--- config.mk ---
export PLATFORM = sky130hd
export DESIGN_NAME = clipped_primitive_rasterizer
export DESIGN_NICKNAME = d
export VERILOG_FILES = /design/src/hdl/cpr_pkg.sv /design/src/hdl/cpr_engine.sv /design/src/hdl/cpr_emit.sv /design/src/hdl/clipped_primitive_rasterizer.sv
export VERILOG_INCLUDE_DIRS = /design/src /design/src/hdl
export SDC_FILE = /design/constraint.sdc
export NUM_CORES = 2
export LEC_CHECK = 0
export BUFFER_PORTS_ARGS = -buffer_cell sky130_fd_sc_hd__buf_2
export CAP_MARGIN = 20
export CORE_ASPECT_RATIO = 0.6
export CORE_MARGIN = 3
export CORE_UTILIZATION = 55
export CTS_CLUSTER_DIAMETER = 50
export DETAILED_ROUTE_END_ITERATION = 10
export GPL_TIMING_DRIVEN = 0
export PLACE_DENSITY = 0.71
export REMOVE_ABC_BUFFERS = 1
export SLEW_MARGIN = 20
export SYNTH_ARGS = -nofsm -noshare
export SYNTH_HDL_FRONTEND = slang
export SYNTH_HIERARCHICAL = 1
export SYNTH_SLANG_ARGS = --single-unit
export TNS_END_PERCENT = 100
--- constraint.sdc ---
create_clock -name i_clk -period 24.4 [get_ports i_clk]
set_input_delay 3.66 -clock i_clk [delete_from_list [all_inputs] [get_ports i_clk]]
set_output_delay 3.66 -clock i_clk [all_outputs]
set_load 0.05 [all_outputs]
--- src/hdl/clipped_primitive_rasterizer_defines.svh ---
// assertion macros for the clipped primitive rasterizer
// used by the top level only; bodies are empty when SYNTHESIS is defined
`ifndef CLIPPED_PRIMITIVE_RASTERIZER_DEFINES_SVH
`define CLIPPED_PRIMITIVE_RASTERIZER_DEFINES_SVH

`ifndef SYNTHESIS
// same-cycle implication
`define CPR_ASSERT_SAME(label, clk, rst_n, ante, cons) \
    label: assert property (@(posedge clk) disable iff (!rst_n) (ante) |-> (cons)) \
        else $error("cpr assertion failed");
// next-cycle implication
`define CPR_ASSERT_NEXT(label, clk, rst_n, ante, cons) \
    label: assert property (@(posedge clk) disable iff (!rst_n) (ante) |=> (cons)) \
        else $error("cpr assertion failed");
`else
`define CPR_ASSERT_SAME(label, clk, rst_n, ante, cons)
`define CPR_ASSERT_NEXT(label, clk, rst_n, ante, cons)
`endif

`endif

--- src/hdl/cpr_pkg.sv ---
// shared types, command codes and defaults of the clipped primitive rasterizer
// no dependencies; used by cpr_engine, cpr_emit, the top level and the testbench
package cpr_pkg;

    // default screen size
    localparam int CPR_SCREEN_W = 320;
    localparam int CPR_SCREEN_H = 200;

    // command codes carried on the input selector
    localparam logic [2:0] FN_TICK   = 3'd0;
    localparam logic [2:0] FN_PIXEL  = 3'd1;
    localparam logic [2:0] FN_HLINE  = 3'd2;
    localparam logic [2:0] FN_VLINE  = 3'd3;
    localparam logic [2:0] FN_RECT   = 3'd4;
    localparam logic [2:0] FN_CIRCLE = 3'd5;
    localparam logic [2:0] FN_DISC   = 3'd6;

    // last octant of one circle step
    localparam logic [2:0] OCT_LAST = 3'd7;

    // primitive in progress
    typedef enum logic [2:0] {
        OP_IDLE   = 3'd0,
        OP_PIXEL  = 3'd1,
        OP_BOX    = 3'd4,
        OP_CIRCLE = 3'd5,
        OP_DISC   = 3'd6
    } t_op;

    // candidate pixel handed from the engine to the emit stage
    typedef struct packed {
        logic signed [16:0] px;
        logic signed [16:0] py;
        logic               in_shape;
        logic [7:0]         color;
        logic               more;
    } t_cand;

    // engine status seen by the top level
    typedef struct packed {
        logic busy;
        logic fire;
        logic more;
    } t_stat;

endpackage

--- src/hdl/cpr_engine.sv ---
// drawing engine: command load, scan / circle / disc stepping, candidate register
// depends on cpr_pkg
module cpr_engine #(
    parameter int SCREEN_W = cpr_pkg::CPR_SCREEN_W,
    parameter int SCREEN_H = cpr_pkg::CPR_SCREEN_H
) (
    input  logic               i_clk,
    input  logic               i_rst_n,
    input  logic               i_valid,
    output logic               o_ready,
    input  logic [2:0]         i_func,
    input  logic signed [15:0] i_x_a,
    input  logic signed [15:0] i_y_a,
    input  logic signed [15:0] i_x_b,
    input  logic signed [15:0] i_y_b,
    input  logic [7:0]         i_radius,
    input  logic [7:0]         i_color,
    output logic               o_cand_valid,
    input  logic               i_cand_ready,
    output cpr_pkg::t_cand     o_cand,
    output cpr_pkg::t_stat     o_stat
);
    import cpr_pkg::*;

    localparam logic signed [15:0] X_MAX = 16'(SCREEN_W - 1);
    localparam logic signed [15:0] Y_MAX = 16'(SCREEN_H - 1);

    // state
    t_op                r_op, n_op;
    logic signed [15:0] r_scan_x, n_scan_x, r_scan_y, n_scan_y;
    logic signed [15:0] r_row_start, n_row_start, r_end_x, n_end_x, r_end_y, n_end_y;
    logic signed [15:0] r_cx, n_cx, r_cy, n_cy;
    logic signed [9:0]  r_u, n_u, r_v, n_v;
    logic signed [11:0] r_err, n_err;
    logic [2:0]         r_oct, n_oct;
    logic [7:0]         r_radius, n_radius;
    logic [15:0]        r_r2, n_r2;
    logic [7:0]         r_color, n_color;
    logic               r_cand_valid;
    t_cand              r_cand;
    t_cand              cand;

    logic accept, is_cmd, fire;

    // handshake
    assign o_ready = !r_cand_valid || i_cand_ready;
    assign accept  = i_valid && o_ready;
    assign is_cmd  = (i_func != FN_TICK) && (i_func <= FN_DISC) && (r_op == OP_IDLE);
    assign fire    = accept && (i_func == FN_TICK) && (r_op != OP_IDLE);

    // box operands: order, clamp, emptiness
    logic signed [15:0] b_x2, b_y2, b_lx, b_hx, b_ly, b_hy;
    logic signed [15:0] b_cx1, b_cx2, b_cy1, b_cy2;
    logic               b_ok;
    always_comb begin
        b_x2  = (i_func == FN_VLINE) ? i_x_a : i_x_b;
        b_y2  = (i_func == FN_HLINE) ? i_y_a : i_y_b;
        b_lx  = (i_x_a > b_x2) ? b_x2 : i_x_a;
        b_hx  = (i_x_a > b_x2) ? i_x_a : b_x2;
        b_ly  = (i_y_a > b_y2) ? b_y2 : i_y_a;
        b_hy  = (i_y_a > b_y2) ? i_y_a : b_y2;
        b_cx1 = (b_lx < 16'sd0) ? 16'sd0 : b_lx;
        b_cy1 = (b_ly < 16'sd0) ? 16'sd0 : b_ly;
        b_cx2 = (b_hx > X_MAX) ? X_MAX : b_hx;
        b_cy2 = (b_hy > Y_MAX) ? Y_MAX : b_hy;
        b_ok  = (b_cx1 <= b_cx2) && (b_cy1 <= b_cy2);
        if (i_func == FN_HLINE) begin
            b_ok = b_ok && (i_y_a >= 16'sd0) && (i_y_a <= Y_MAX);
        end
        if (i_func == FN_VLINE) begin
            b_ok = b_ok && (i_x_a >= 16'sd0) && (i_x_a <= X_MAX);
        end
    end

    // midpoint circle step taken after the last octant
    logic signed [9:0]  c_v1, c_u1, c_diff, c_unew;
    logic signed [11:0] c_inc_a, c_inc_b, c_err;
    logic               c_done;
    always_comb begin
        c_v1    = r_v + 10'sd1;
        c_u1    = r_u - 10'sd1;
        c_diff  = c_v1 - c_u1;
        c_inc_a = {c_v1[9], c_v1, 1'b1};
        c_inc_b = {c_diff[9], c_diff, 1'b1};
        c_err   = r_err + (r_err[11] ? c_inc_a : c_inc_b);
        c_unew  = r_err[11] ? r_u : c_u1;
        c_done  = c_unew < c_v1;
    end

    // scan end tests for box and disc
    logic signed [9:0]  d_r;
    logic signed [19:0] d_uu, d_vv;
    logic [20:0]        d_sum;
    logic               d_u_end, d_v_end, b_x_end, b_y_end;
    always_comb begin
        d_r     = {2'b00, r_radius};
        d_u_end = r_u >= d_r;
        d_v_end = r_v >= d_r;
        d_uu    = r_u * r_u;
        d_vv    = r_v * r_v;
        d_sum   = {1'b0, d_uu} + {1'b0, d_vv};
        b_x_end = r_scan_x >= r_end_x;
        b_y_end = r_scan_y >= r_end_y;
    end

    // next state
    always_comb begin
        n_op        = r_op;
        n_scan_x    = r_scan_x;
        n_scan_y    = r_scan_y;
        n_row_start = r_row_start;
        n_end_x     = r_end_x;
        n_end_y     = r_end_y;
        n_cx        = r_cx;
        n_cy        = r_cy;
        n_u         = r_u;
        n_v         = r_v;
        n_err       = r_err;
        n_oct       = r_oct;
        n_radius    = r_radius;
        n_r2        = r_r2;
        n_color     = r_color;
        if (accept && is_cmd) begin
            n_color  = i_color;
            n_radius = i_radius;
            n_r2     = i_radius * i_radius;
            unique case (i_func)
                FN_PIXEL: begin
                    n_scan_x = i_x_a;
                    n_scan_y = i_y_a;
                    n_op     = OP_PIXEL;
                end
                FN_HLINE, FN_VLINE, FN_RECT: begin
                    if (b_ok) begin
                        n_row_start = b_cx1;
                        n_scan_x    = b_cx1;
                        n_scan_y    = b_cy1;
                        n_end_x     = b_cx2;
                        n_end_y     = b_cy2;
                        n_op        = OP_BOX;
                    end
                end
                FN_CIRCLE: begin
                    n_cx  = i_x_a;
                    n_cy  = i_y_a;
                    n_u   = {2'b00, i_radius};
                    n_v   = 10'sd0;
                    n_err = 12'sd1 - {4'b0000, i_radius};
                    n_oct = 3'd0;
                    n_op  = OP_CIRCLE;
                end
                default: begin
                    n_cx = i_x_a;
                    n_cy = i_y_a;
                    n_u  = 10'sd0 - {2'b00, i_radius};
                    n_v  = 10'sd0 - {2'b00, i_radius};
                    n_op = OP_DISC;
                end
            endcase
        end else if (fire) begin
            unique case (r_op)
                OP_PIXEL: n_op = OP_IDLE;
                OP_BOX: begin
                    if (!b_x_end) begin
                        n_scan_x = r_scan_x + 16'sd1;
                    end else if (!b_y_end) begin
                        n_scan_y = r_scan_y + 16'sd1;
                        n_scan_x = r_row_start;
                    end else begin
                        n_op = OP_IDLE;
                    end
                end
                OP_CIRCLE: begin
                    if (r_oct != OCT_LAST) begin
                        n_oct = r_oct + 3'd1;
                    end else begin
                        n_oct = 3'd0;
                        n_v   = c_v1;
                        n_u   = c_unew;
                        n_err = c_err;
                        if (c_done) begin
                            n_op = OP_IDLE;
                        end
                    end
                end
                OP_DISC: begin
                    if (!d_u_end) begin
                        n_u = r_u + 10'sd1;
                    end else if (!d_v_end) begin
                        n_v = r_v + 10'sd1;
                        n_u = -d_r;
                    end else begin
                        n_op = OP_IDLE;
                    end
                end
                default: n_op = r_op;
            endcase
        end
    end

    // candidate of the current step
    logic signed [16:0] s_cx, s_cy, s_u, s_v;
    always_comb begin
        s_cx          = {r_cx[15], r_cx};
        s_cy          = {r_cy[15], r_cy};
        s_u           = {{7{r_u[9]}}, r_u};
        s_v           = {{7{r_v[9]}}, r_v};
        cand.px       = {r_scan_x[15], r_scan_x};
        cand.py       = {r_scan_y[15], r_scan_y};
        cand.in_shape = 1'b1;
        cand.color    = r_color;
        cand.more     = 1'b0;
        unique case (r_op)
            OP_PIXEL: cand.more = 1'b0;
            OP_BOX:   cand.more = !(b_x_end && b_y_end);
            OP_CIRCLE: begin
                cand.more = (r_oct != OCT_LAST) || !c_done;
                unique case (r_oct)
                    3'd0: begin cand.px = s_cx + s_u; cand.py = s_cy + s_v; end
                    3'd1: begin cand.px = s_cx + s_v; cand.py = s_cy + s_u; end
                    3'd2: begin cand.px = s_cx - s_v; cand.py = s_cy + s_u; end
                    3'd3: begin cand.px = s_cx - s_u; cand.py = s_cy + s_v; end
                    3'd4: begin cand.px = s_cx - s_u; cand.py = s_cy - s_v; end
                    3'd5: begin cand.px = s_cx - s_v; cand.py = s_cy - s_u; end
                    3'd6: begin cand.px = s_cx + s_v; cand.py = s_cy - s_u; end
                    default: begin cand.px = s_cx + s_u; cand.py = s_cy - s_v; end
                endcase
            end
            OP_DISC: begin
                cand.px       = s_cx + s_u;
                cand.py       = s_cy + s_v;
                cand.in_shape = d_sum <= {5'b00000, r_r2};
                cand.more     = !(d_u_end && d_v_end);
            end
            default: cand.more = 1'b0;
        endcase
    end

    // control registers
    always_ff @(posedge i_clk) begin
        if (!i_rst_n) begin
            r_op         <= OP_IDLE;
            r_cand_valid <= 1'b0;
        end else begin
            r_op <= n_op;
            if (fire) begin
                r_cand_valid <= 1'b1;
            end else if (i_cand_ready) begin
                r_cand_valid <= 1'b0;
            end
        end
    end

    // operand and candidate registers
    always_ff @(posedge i_clk) begin
        r_scan_x    <= n_scan_x;
        r_scan_y    <= n_scan_y;
        r_row_start <= n_row_start;
        r_end_x     <= n_end_x;
        r_end_y     <= n_end_y;
        r_cx        <= n_cx;
        r_cy        <= n_cy;
        r_u         <= n_u;
        r_v         <= n_v;
        r_err       <= n_err;
        r_oct       <= n_oct;
        r_radius    <= n_radius;
        r_r2        <= n_r2;
        r_color     <= n_color;
        if (fire) begin
            r_cand <= cand;
        end
    end

    assign o_cand_valid = r_cand_valid;
    assign o_cand       = r_cand;
    assign o_stat.busy  = r_op != OP_IDLE;
    assign o_stat.fire  = fire;
    assign o_stat.more  = cand.more;

endmodule

--- src/hdl/cpr_emit.sv ---
// emit stage: screen clip, frame buffer address and output register
// depends on cpr_pkg
module cpr_emit #(
    parameter int SCREEN_W = cpr_pkg::CPR_SCREEN_W,
    parameter int SCREEN_H = cpr_pkg::CPR_SCREEN_H
) (
    input  logic           i_clk,
    input  logic           i_rst_n,
    input  logic           i_cand_valid,
    output logic           o_cand_ready,
    input  cpr_pkg::t_cand i_cand,
    output logic           o_valid,
    input  logic           i_ready,
    output logic           o_write_enable,
    output logic [8:0]     o_pixel_x,
    output logic [7:0]     o_pixel_y,
    output logic [15:0]    o_pixel_addr,
    output logic [7:0]     o_pixel_color,
    output logic           o_more
);
    import cpr_pkg::*;

    localparam logic signed [16:0] W_S = 17'(SCREEN_W);
    localparam logic signed [16:0] H_S = 17'(SCREEN_H);
    localparam logic [15:0]        W_U = 16'(SCREEN_W);

    logic        r_valid;
    logic        r_we, r_more;
    logic [8:0]  r_x;
    logic [7:0]  r_y, r_color;
    logic [15:0] r_addr;
    logic        on;
    logic [15:0] addr;

    assign o_cand_ready = !r_valid || i_ready;

    // clip against the screen and form row * width + column
    always_comb begin
        on   = i_cand.in_shape && !i_cand.px[16] && (i_cand.px < W_S)
               && !i_cand.py[16] && (i_cand.py < H_S);
        addr = i_cand.py[15:0] * W_U + i_cand.px[15:0];
    end

    // valid flag
    always_ff @(posedge i_clk) begin
        if (!i_rst_n) begin
            r_valid <= 1'b0;
        end else if (o_cand_ready) begin
            r_valid <= i_cand_valid;
        end
    end

    // result payload
    always_ff @(posedge i_clk) begin
        if (i_cand_valid && o_cand_ready) begin
            r_we    <= on;
            r_x     <= on ? i_cand.px[8:0] : 9'd0;
            r_y     <= on ? i_cand.py[7:0] : 8'd0;
            r_addr  <= on ? addr : 16'd0;
            r_color <= i_cand.color;
            r_more  <= i_cand.more;
        end
    end

    assign o_valid        = r_valid;
    assign o_write_enable = r_we;
    assign o_pixel_x      = r_x;
    assign o_pixel_y      = r_y;
    assign o_pixel_addr   = r_addr;
    assign o_pixel_color  = r_color;
    assign o_more         = r_more;

endmodule

--- src/hdl/clipped_primitive_rasterizer.sv ---
// top level of the clipped primitive rasterizer: stream ports and assertions
// depends on cpr_pkg, cpr_engine, cpr_emit and clipped_primitive_rasterizer_defines.svh
//
// channel   direction  payload
// s_axis    in         tuser: func; tdata: x_a, y_a, x_b, y_b, radius, color
// m_axis    out        tuser: write_enable; tdata: pixel_x .. pixel_color;
//                      tlast: no further candidate of this primitive
//
// one item accepted per cycle while s_axis_tready is high; a tick's candidate passes
// the engine candidate register, then the clip/address output register
// s_axis_tready falls only when both registers hold a candidate and m_axis_tready is low
// synchronous active-low reset empties both registers and leaves the engine idle
`include "clipped_primitive_rasterizer_defines.svh"

module clipped_primitive_rasterizer #(
    parameter int SCREEN_W = cpr_pkg::CPR_SCREEN_W,
    parameter int SCREEN_H = cpr_pkg::CPR_SCREEN_H
) (
    input  logic        i_clk,
    input  logic        i_rst_n,
    input  logic        s_axis_tvalid,
    output logic        s_axis_tready,
    // [15:0] x_a, [31:16] y_a, [47:32] x_b, [63:48] y_b, [71:64] radius, [79:72] color
    input  logic [79:0] s_axis_tdata,
    // [2:0] func
    input  logic [2:0]  s_axis_tuser,
    output logic        m_axis_tvalid,
    input  logic        m_axis_tready,
    // [8:0] pixel_x, [16:9] pixel_y, [32:17] pixel_addr, [40:33] pixel_color, [47:41] zero
    output logic [47:0] m_axis_tdata,
    // [0] write_enable
    output logic [0:0]  m_axis_tuser,
    output logic        m_axis_tlast
);
    import cpr_pkg::*;

    logic        cand_valid, cand_ready;
    t_cand       cand;
    t_stat       stat;
    logic        we, more;
    logic [8:0]  px;
    logic [7:0]  py, color;
    logic [15:0] addr;

    // command and scan engine
    cpr_engine #(
        .SCREEN_W (SCREEN_W),
        .SCREEN_H (SCREEN_H)
    ) u_engine (
        .i_clk        (i_clk),
        .i_rst_n      (i_rst_n),
        .i_valid      (s_axis_tvalid),
        .o_ready      (s_axis_tready),
        .i_func       (s_axis_tuser),
        .i_x_a        (s_axis_tdata[15:0]),
        .i_y_a        (s_axis_tdata[31:16]),
        .i_x_b        (s_axis_tdata[47:32]),
        .i_y_b        (s_axis_tdata[63:48]),
        .i_radius     (s_axis_tdata[71:64]),
        .i_color      (s_axis_tdata[79:72]),
        .o_cand_valid (cand_valid),
        .i_cand_ready (cand_ready),
        .o_cand       (cand),
        .o_stat       (stat)
    );

    // clip and address stage
    cpr_emit #(
        .SCREEN_W (SCREEN_W),
        .SCREEN_H (SCREEN_H)
    ) u_emit (
        .i_clk          (i_clk),
        .i_rst_n        (i_rst_n),
        .i_cand_valid   (cand_valid),
        .o_cand_ready   (cand_ready),
        .i_cand         (cand),
        .o_valid        (m_axis_tvalid),
        .i_ready        (m_axis_tready),
        .o_write_enable (we),
        .o_pixel_x      (px),
        .o_pixel_y      (py),
        .o_pixel_addr   (addr),
        .o_pixel_color  (color),
        .o_more         (more)
    );

    // result packing
    assign m_axis_tdata = {7'd0, color, addr, py, px};
    assign m_axis_tuser = we;
    assign m_axis_tlast = !more;

    // a skipped pixel carries no coordinates
    `CPR_ASSERT_SAME(a_off_screen_zero, i_clk, i_rst_n,
        m_axis_tvalid && !m_axis_tuser[0], m_axis_tdata[32:0] == 33'd0)
    // the last candidate of a primitive leaves the engine idle
    `CPR_ASSERT_NEXT(a_last_goes_idle, i_clk, i_rst_n,
        stat.fire && !stat.more, !stat.busy)
    // a candidate with more to come keeps the engine busy
    `CPR_ASSERT_NEXT(a_more_stays_busy, i_clk, i_rst_n,
        stat.fire && stat.more, stat.busy)
    // an empty output register never stalls the input
    `CPR_ASSERT_SAME(a_ready_when_empty, i_clk, i_rst_n,
        !m_axis_tvalid, s_axis_tready)

endmodule

==> impl_summary.md <==
Setup path
The cell with the largest stage delay on the worst path is sky130_fd_sc_hd__nor2b_4. Together, buffers and inverters on the worst path number 3. The endpoint kind of the worst setup timing path is a flop.

The largest single stage delay on the critical path is 0.67 ns. STA puts the critical path data arrival time at 11.41 ns. STA classifies the critical path startpoint as a primary input. The worst register-to-register path has a setup slack of 14.81 ns.

The maximum fanout along the worst path is 68. The signal on the critical path passes through buf_2, nor2b_4, nor2b_4, mux2_2, inv_1, ha_1, or4b_1, a21oi_1, a31o_4, mux2i_2, o211ai_2, and2_1, ha_1, nor2b_1, o211ai_1, a21oi_1, a2111oi_0, a221o_1, a41oi_2, a211oi_4, buf_8. The kind of cell with the highest combined delay along the critical path is compound AO/OA/AOI/OAI gates. The critical path class is primary input to flop.

STA puts the critical path data required time at 24.72 ns.

Die
The die covers 64880 um2. The initial utilization of the core area, before any placement, comes to 56.45%. The number of primary I/O pins is 139. The y dimension of the die is 198.5 um. The floorplan step set the die width to 326.8 um. In this run the standard cell core region covers 60170 um2. The placement row count is 69.

GRT
The number of antenna violations at the first check in global routing is 0. The global-route total usage across every layer is 31.44%. The via count of the first global-routing pass is 27150.

After global routing the overflow that remains totals 0. The first-pass GRT wire length is 160000 um. Entering global routing, the biggest net connects 69 pins.

STA
Adding up every negative setup slack in the final design gives 0 ns. The total of endpoints with negative setup slack in the final report is 0. The tightest hold margin is 0.4185 ns. The upper clock frequency limit is 0.09014 GHz. For the pin with the worst max-slew slack, the measured transition is 1.176 ns. The hold violation total from the final report is 0. On the final layout, the worst clock skew is 0.02128 ns. Setup repair after global routing left no endpoint under its margin.

After layout, the worst path uses 45.46% of the clock period. The headroom to the max-slew limit is 21.61%. The final-report max-slew violation count is 0. The clock period could shrink to 11.09 ns.

Clock tree
TritonCTS built the clock tree. Clock-pin slew was measured on the worst setup and hold paths at 0.06 ns. No sink is reached through more buffers than the 3 on the longest clock path. The clock net sink count is 262.

Buffers added to address setup during post-CTS repair amount to 0. Once the clock tree was built, the resizer swapped 0 gates to a different size. CTS built an H-tree with a depth of 1. The number of clock buffers added by TritonCTS is 31. The root buffer cell chosen for the clock tree is sky130_fd_sc_hd__clkbuf_16.

For this design, the CTS-stage hold fixing added 0 buffers. The source-to-sink clock delay at the later pin of the worst-skew pair is 0.62 ns.

Power
The analysis attributes to cell leakage a power of 16.36 nW. The areal power density over the cells is 114.4 nW/um2. The worst supply voltage drop on vdd is 0.3206 mV. The overall power of the completed layout is 4.180 mW.

Route
The length of the first detailed-routing pass in iterations is 6. In the routed design, unresolved DRC markers number 0. The total wire length after detailed routing is 102100 um. After the first detailed-routing iteration, the DRC count stood at 3753. Across all layers, the routed design uses 28850 vias. The remaining antenna violation count after routing is 0. The average wire per cell in the routed design is 21.95 um. After detailed routing, the number of vias per cell comes to 6.202.

Outcome
The flow ran to the end, and the final reports show no timing, DRC or antenna violations.

Logic synthesis
In the synthesized netlist, the number of instances is 3765. The synthesized area divided by synthesized cell count is 9.023 um2. The total number of yosys warnings is 6. The mapped netlist covers 33970 um2.

Run
Across the run, the number of max-cap violations was 0.

Final layout
The area growth from synthesis to layout is 7.580%. After routing the design area is 36550 um2. After the last flow step, the layout net total stands at 4565. The repair_antennas step left the layout with diodes totalling 0. The share of the core filled with cells is 60.73%.

Cells with a size suffix above 1 make up 8.083% of the layout. The layout has 5270 filler cells.

Place
Summed over all nets, the half-perimeter wirelength after detailed placement is 80880 um. The quantity of I/O buffers inserted on ports is 131. The congestion estimate from routability-driven global placement came to 1.011. Once placement finished, the instance area stood at 35430 um2.

Worst hold path
In this run the worst hold path is classified as flop to flop.
-- report_power, final --
group	total (mW)	switching [mW]	internal [mW]
logic	3.12	1.81	1.31
registers	0.568	0.0312	0.537
clock network	0.493	0.210	0.283
-- metrics by stage --
step	instances	worst slack (ns)
after global placement	4573	9.423
final	4651	13.31
after CTS	4650	13.32
after detailed placement	4593	12.68
after global routing	4651	13.00
after floorplan	3626	12.51
-- registers in the layout, summed over array words and instances (netlist names), 9 cells and up --
| signal | count |
|---|---|
| u_engine/r_end_x | 16 |
| u_engine/r_r2 | 14 |
| u_engine/o_cand | 44 |
| u_engine/r_scan_y | 16 |
| u_engine/r_u | 10 |
| u_engine/r_scan_x | 16 |
| u_engine/r_end_y | 16 |
| u_engine/r_v | 10 |
| u_engine/r_row_start | 15 |
| u_emit/o_pixel_addr | 10 |
| u_engine/r_cy | 16 |
| u_emit/o_pixel_x | 9 |
| u_engine/r_cx | 16 |
| u_engine/r_err | 12 |
-- worst paths after layout --
check        cells past startpoint                          from                                 to
min reg2reg                      0  u_engine/o_cand[7]$_DFFE_PP_  u_emit/o_pixel_color[6]$_DFFE_PP_
min                              0  u_engine/o_cand[7]$_DFFE_PP_  u_emit/o_pixel_color[6]$_DFFE_PP_
max reg2reg                     20     u_engine/r_u[2]$_DFFE_PP_   u_engine/o_cand[9]$_SDFFCE_PN1P_
max                             21               s_axis_tuser[1]    u_engine/r_scan_x[13]$_DFFE_PP_
-- final cells by class --
class	instances	area, um2	area share (%)
clock buffer	34	797.0	2.181
clock inverter	23	281.5	0.7703
inverter	433	1630	4.461
multi-input combinational	2931	23990	65.65
sequential	262	7818	21.39
tap	816	1021	2.794
timing repair buffer	152	1005	2.749
-- worst register-to-register path, stage by stage (launching register included) --
cell and delay (ns):
sky130_fd_sc_hd__edfxtp_1 0.99, sky130_fd_sc_hd__clkinv_1 1.01, sky130_fd_sc_hd__nor2_1 0.56, sky130_fd_sc_hd__fa_1 0.64
sky130_fd_sc_hd__fa_1 0.61, sky130_fd_sc_hd__fa_1 0.46, sky130_fd_sc_hd__fa_1 0.55, sky130_fd_sc_hd__fa_1 0.52
sky130_fd_sc_hd__ha_1 0.25, sky130_fd_sc_hd__or3_1 0.38, sky130_fd_sc_hd__a2111oi_1 0.66, sky130_fd_sc_hd__nor2_1 0.15
sky130_fd_sc_hd__xnor2_1 0.17, sky130_fd_sc_hd__ha_1 0.25, sky130_fd_sc_hd__or3_1 0.40, sky130_fd_sc_hd__a22oi_1 0.19
sky130_fd_sc_hd__ha_1 0.33, sky130_fd_sc_hd__nor3b_1 0.20, sky130_fd_sc_hd__nand3b_1 0.22, sky130_fd_sc_hd__o311ai_0 0.42
sky130_fd_sc_hd__a31o_2 0.41
-- metal layers --
metal | part of all wire [%] | global-route usage [%]
met3 | 14 | 9.304
met4 | 1.1 | 3.776
met1 | 48 | 51.13
met2 | 37 | 41.08
met5 | 0 | 0
-- cell usage in the layout (no fill, tap or decap), drive strengths merged, types with 20 or more instances in the layout --
| master | instances |
|---|---|
| a21oi | 230 |
| nand4 | 29 |
| a21o | 64 |
| fa | 198 |
| a22oi | 45 |
| or3 | 32 |
| nand3 | 98 |
| o21bai | 36 |
| a31o | 24 |
| mux2i | 46 |
| clkinv | 20 |
| ha | 469 |
| and2 | 55 |
| nand2 | 253 |
| o21ai | 160 |
| o21a | 27 |
| a211oi | 34 |
| xor2 | 53 |
| a221o | 35 |
| o211ai | 59 |
| nor3 | 97 |
| xnor2 | 173 |
| nor2 | 289 |
| inv | 428 |
| nor2b | 43 |
| nand2b | 40 |
| clkbuf | 34 |
| edfxtp | 257 |
| and3 | 38 |
| o31ai | 34 |
| buf | 152 |
No activity file was read; power rests on OpenSTA's default activity.
